`config.mk`:
```
export PLATFORM = sky130hd
export DESIGN_NAME = tssr_linebuf
export DESIGN_NICKNAME = d
export VERILOG_FILES = /design/src/tssr_pkg.sv /design/src/tssr_linebuf.sv
export SDC_FILE = /design/constraint.sdc
export NUM_CORES = 1
export LEC_CHECK = 0
export BUFFER_PORTS_ARGS = -buffer_cell sky130_fd_sc_hd__buf_2
export CAP_MARGIN = 20
export CORE_MARGIN = 2
export CORE_UTILIZATION = 50
export DETAILED_ROUTE_END_ITERATION = 10
export HOLD_SLACK_MARGIN = 0.06
export PLACE_DENSITY = 0.66
export SETUP_SLACK_MARGIN = 0.05
export SLEW_MARGIN = 20
export SYNTH_ARGS = -nofsm -noshare
export SYNTH_HDL_FRONTEND = slang
export SYNTH_SLANG_ARGS = --single-unit
```
`constraint.sdc`:
```
create_clock -name clk_i -period 3.34 [get_ports clk_i]
set_input_delay 0.167 -clock clk_i [delete_from_list [all_inputs] [get_ports clk_i]]
set_output_delay 0.167 -clock clk_i [all_outputs]
set_load 0.005 [all_outputs]
```
`src/tssr_pkg.sv`:
```
// ----------------------------------------------------------------------------
// tssr_pkg
// Shared types and constants of the tile and sprite scanline renderer.
// ----------------------------------------------------------------------------
`default_nettype none
package tssr_pkg;

  localparam int unsigned VideoBytes    = 8192;
  localparam int unsigned SpriteCount   = 40;
  localparam int unsigned LineWidth     = 160;
  localparam int unsigned LinesPerFrame = 154;
  localparam int unsigned SpriteBytes   = 160;
  localparam int unsigned VisibleLines  = 144;
  localparam int unsigned VblankLine    = 145;
  localparam int unsigned Groups        = (LineWidth + 7) / 8;

  localparam int unsigned VaW = $clog2(VideoBytes);
  localparam int unsigned SaW = $clog2(SpriteBytes);
  localparam int unsigned XW  = $clog2(LineWidth);
  localparam int unsigned GW  = 5;

  localparam logic [1:0] OpVram   = 2'd0;
  localparam logic [1:0] OpSprite = 2'd1;
  localparam logic [1:0] OpRender = 2'd2;

  localparam logic [2:0] RegLcdc = 3'd0;
  localparam logic [2:0] RegScy  = 3'd1;
  localparam logic [2:0] RegScx  = 3'd2;
  localparam logic [2:0] RegWy   = 3'd3;
  localparam logic [2:0] RegWx   = 3'd4;
  localparam logic [2:0] RegBgp  = 3'd5;
  localparam logic [2:0] RegObp0 = 3'd6;
  localparam logic [2:0] RegObp1 = 3'd7;

  typedef struct packed {
    logic [1:0]  opcode;
    logic [12:0] mem_address;
    logic [7:0]  write_data;
  } in_item_t;

  typedef struct packed {
    logic [7:0]  line_number;
    logic [4:0]  pixel_group;
    logic [15:0] pixel_shades;
    logic [7:0]  written_mask;
    logic        last_group;
    logic        vblank_raise;
  } out_item_t;

  typedef struct packed {
    logic [7:0] lcdc;
    logic [7:0] scy;
    logic [7:0] scx;
    logic [7:0] wy;
    logic [7:0] wx;
    logic [7:0] bgp;
    logic [7:0] obp0;
    logic [7:0] obp1;
  } regs_t;

  // line buffer access from the engine
  typedef struct packed {
    logic          we;
    logic [XW-1:0] waddr;
    logic [2:0]    wdata;
    logic [XW-1:0] raddr;
  } lb_req_t;

  function automatic logic [1:0] pal_map(logic [7:0] pal, logic [1:0] c);
    pal_map = pal[2*c +: 2];
  endfunction

endpackage
`default_nettype wire

```
`src/tssr_linebuf.sv`:
```
// ----------------------------------------------------------------------------
// tssr_linebuf
// Line buffer of drawn bit and shade per pixel, registered read data.
// ----------------------------------------------------------------------------
`default_nettype none
module tssr_linebuf (
  input  wire logic              clk_i,
  input  wire tssr_pkg::lb_req_t req_i,
  output logic      [2:0]        rdata_o
);
  logic [2:0] mem [tssr_pkg::LineWidth];

  always_ff @(posedge clk_i) begin
    if (req_i.we) begin
      mem[req_i.waddr] <= req_i.wdata;
    end
    rdata_o <= mem[req_i.raddr];
  end
endmodule
`default_nettype wire

```
==> flow_summary.yaml <==
clock_tree:
  cts_resized: 0
  clk_latency_ns: 0.56
  numClockSinks: 483
  ctsHoldBuffers: 1
  cts_root_buffer: "clkbuf_16"
  cts_buffers: 47
  cts_tree: "built"
  clk_pin_slew_worst_paths_ns: 0.06
  clk_path_buf_depth: 3
  postCtsSetupBuffers: 0
  h-tree-depth: 2
die:
  initial_core_util_pct: 50.8
  num_rows: 72
  die_area_mm2: 0.0409
  die-height_um: 202
  die_x_um: 202
  coreArea_mm2: 0.0387
  io_pins: 24
route:
  routedWlPerCell_um: 26.6
  dr.pass1.iters: 5
  vias: 10200
  avgViaCountPerCell: 6.10
  drt-initial-drc-count: 1064
  ant_nets: 0
  drc_errors: 0
  routed_wl_mm: 44.5
worst_setup_path:
  crit_required_ns: 3.77
  crit_type: "reg2reg"
  worstPathMaxFanout: 1
  timing.rr.end: "rdata_o[2]"
  arrival_ns: 2.73
  cpPeakStageDelay_ns: 0.77
  path_cells: "mux4_2 -> nor2b_1 -> a2111oi_0 -> a311oi_1 -> a21oi_2 -> nor4_2"
  cp_slowest_cell: "a2111oi_0"
  path_buf_inv: 0
  r2r_slack_ns: 1.04
  cp_top_family: "compound AO/OA/AOI/OAI gates"
  start_kind: "register"
  r2r-start: "mem[0][2]"
  reg2regPathDepth: 6
  crit_path_end_kind: "register"
pwr:
  total_power_mw: 12.4
  powerDensity_mw_per_mm2: 567
  irDropWorstVdd_mv: 0.474
  leakagePower_nw: 6.76
final_layout:
  fillers: 2984
  drive_gt1_share_pct: 20.6
  fin_nets: 1134
  area_growth_syn_to_layout_pct: 11.0
  final_area_mm2: 0.0218
yosys:
  ys_warn_count: 0
  ys_seq_elements: 483
  synth-main-ff-cell: "edfxtp_1"
  ys_seq_area_share_pct: 73.6
  synth_enable_flop_cells: 480
  synthCells: 1076
  async_flop_share_pct: 0
  synth_area_mm2: 0.0197
  mappedNetlistNets: 1097
  yosys-top-cells-count: "edfxtp_1, nor2_1, mux4_2"
  yosysUniqueCellTypes: 45
  synthTopCellsByArea: "edfxtp_1, mux4_2, nor2_1, mux2i_1, nand2_1"
  yosysTopAreaCell: "edfxtp_1"
  avgSynthCellArea_um2: 18.3
  synth_top_cell_area_share_pct: 73.3
  synth_most_common_cell: "edfxtp_1"
placed_design:
  place_area_mm2: 0.0204
  gp_congestion: 0.792
  hpwl_mm: 28.8
  io_buffers: 23
job:
  cap_violations: 0
timing:
  finClkSkew_ns: 0.0189
  maxSlewHeadroom_pct: 36.2
  fmax_ghz: 0.435
  rsz0062_at_grt: "no"
  fin_hold_ws_ns: 0.235
  setup_violations: 0
  worst_slew_pin_slew_ns: 0.954
  finalSetupTns_ns: 0
  fin_crit_ns: 2.30
  fin_crit_sh_pct: 68.9
  slew_violations: 0
  final-hold-violation-count: 0
hold_path:
  holdPathStages: 1
  hp-class: "in2reg"
  hold_path_startpoint: "req_i[9]"
  min_to: "mem[147][1]"
grt:
  grt_util_all_layers_pct: 22.1
  grt_pass1_wl_mm: 66.1
  grt_pass1_vias: 10300
  overflow: 0
  antenna_found_initial: 3
  grt_max_degree: 85
status:
  outcome: "complete, no violations"
==> worst register-to-register path, cell delays in order, from the launching register on <==
cell	delay, ns
edfxtp_1	0.39
mux4_2	0.46
nor2b_1	0.14
a2111oi_0	0.77
a311oi_1	0.18
a21oi_2	0.19
nor4_2	0.05
==> cell type report <==
class / count / area, µm² / share of cell area, %
antenna: 1 / 2.50 / 0.0115
clock buffer: 64 / 1280 / 5.86
clock inverter: 21 / 173 / 0.791
inverter: 3 / 11.3 / 0.0516
multi-input combinational: 526 / 4810 / 22.0
sequential: 483 / 14500 / 66.3
tap: 518 / 648 / 2.97
timing repair buffer: 52 / 429 / 1.97
==> cells by family (layout without fill, tap and decap cells) <==
logic type | after synthesis | after routing | share of synthesized area, %
and+or+nand+nor | 290 | 290 | 6.39
muxes | 171 | 171 | 15.5
buffers and inverters | 67 | 140 | 1.93
DFF | 483 | 483 | 73.6
other | 0 | 1 | 0
AOI/OAI and AO/OA | 65 | 65 | 2.58
==> power by group <==
part	total, mW	switching, mW	internal [mW]
logic	0.644	0.408	0.235
registers	6.69	0.00751	6.68
clock network	5.05	2.15	2.91
==> metal layers <==
| metal | track usage, % | vias to the layer above | share of wire, % |
|---|---|---|---|
| li1 | - | 4375 | - |
| met1 | 31.9 | 5293 | 42 |
| met2 | 35.0 | 434 | 48 |
| met3 | 3.97 | 71 | 7.9 |
| met4 | 5.89 | 4 | 2.3 |
| met5 | 0 | - | 0.061 |
==> flip-flops by register name (all words and copies together), names as in the netlist <==
signal   count
mem        480
rdata_o      3
==> per-stage QoR <==
stage               setup slack [ns]  std cells  util (%)
finish                          1.04       1668      56.4
global route                    1.00       1668      56.4
CTS                             1.03       1667      56.3
detailed placement             0.653       1581      52.6
global placement               0.731       1581      52.6
floorplan                       1.45       1076         -
==> worst max path at each step <==
stage | from | end | slack (ns) | cells after the start
finish | mem[0][2] | rdata_o[2] | 1.04 | 6
global route | mem[0][2] | rdata_o[2] | 1.0 | 6
CTS | mem[0][2] | rdata_o[2] | 1.03 | 6
detailed placement | req_i[0] | rdata_o[2] | 0.65 | 7
global placement | req_i[0] | rdata_o[2] | 0.73 | 7
floorplan | req_i[0] | rdata_o[1] | 1.45 | 9
==> cells in the final DEF, fill, tap and decap left out, types with 6 or more instances in the layout <==
| cell | n |
|---|---|
| edfxtp_1 | 480 |
| nor2_1 | 174 |
| mux4_2 | 105 |
| mux2i_1 | 55 |
| clkbuf_16 | 47 |
| nand2_1 | 40 |
| nand3_1 | 26 |
| buf_4 | 26 |
| nor2b_1 | 18 |
| buf_2 | 18 |
| clkbuf_1 | 13 |
| nand4_1 | 12 |
| a21oi_1 | 11 |
| clkinv_1 | 9 |
| nand2b_1 | 8 |
| o211ai_1 | 8 |
| clkinv_2 | 8 |
| mux2_2 | 7 |
| a22oi_1 | 7 |
| a221oi_1 | 6 |
| a211oi_1 | 6 |
| buf_12 | 6 |
Note: power is estimated with default switching activity, not from simulation.
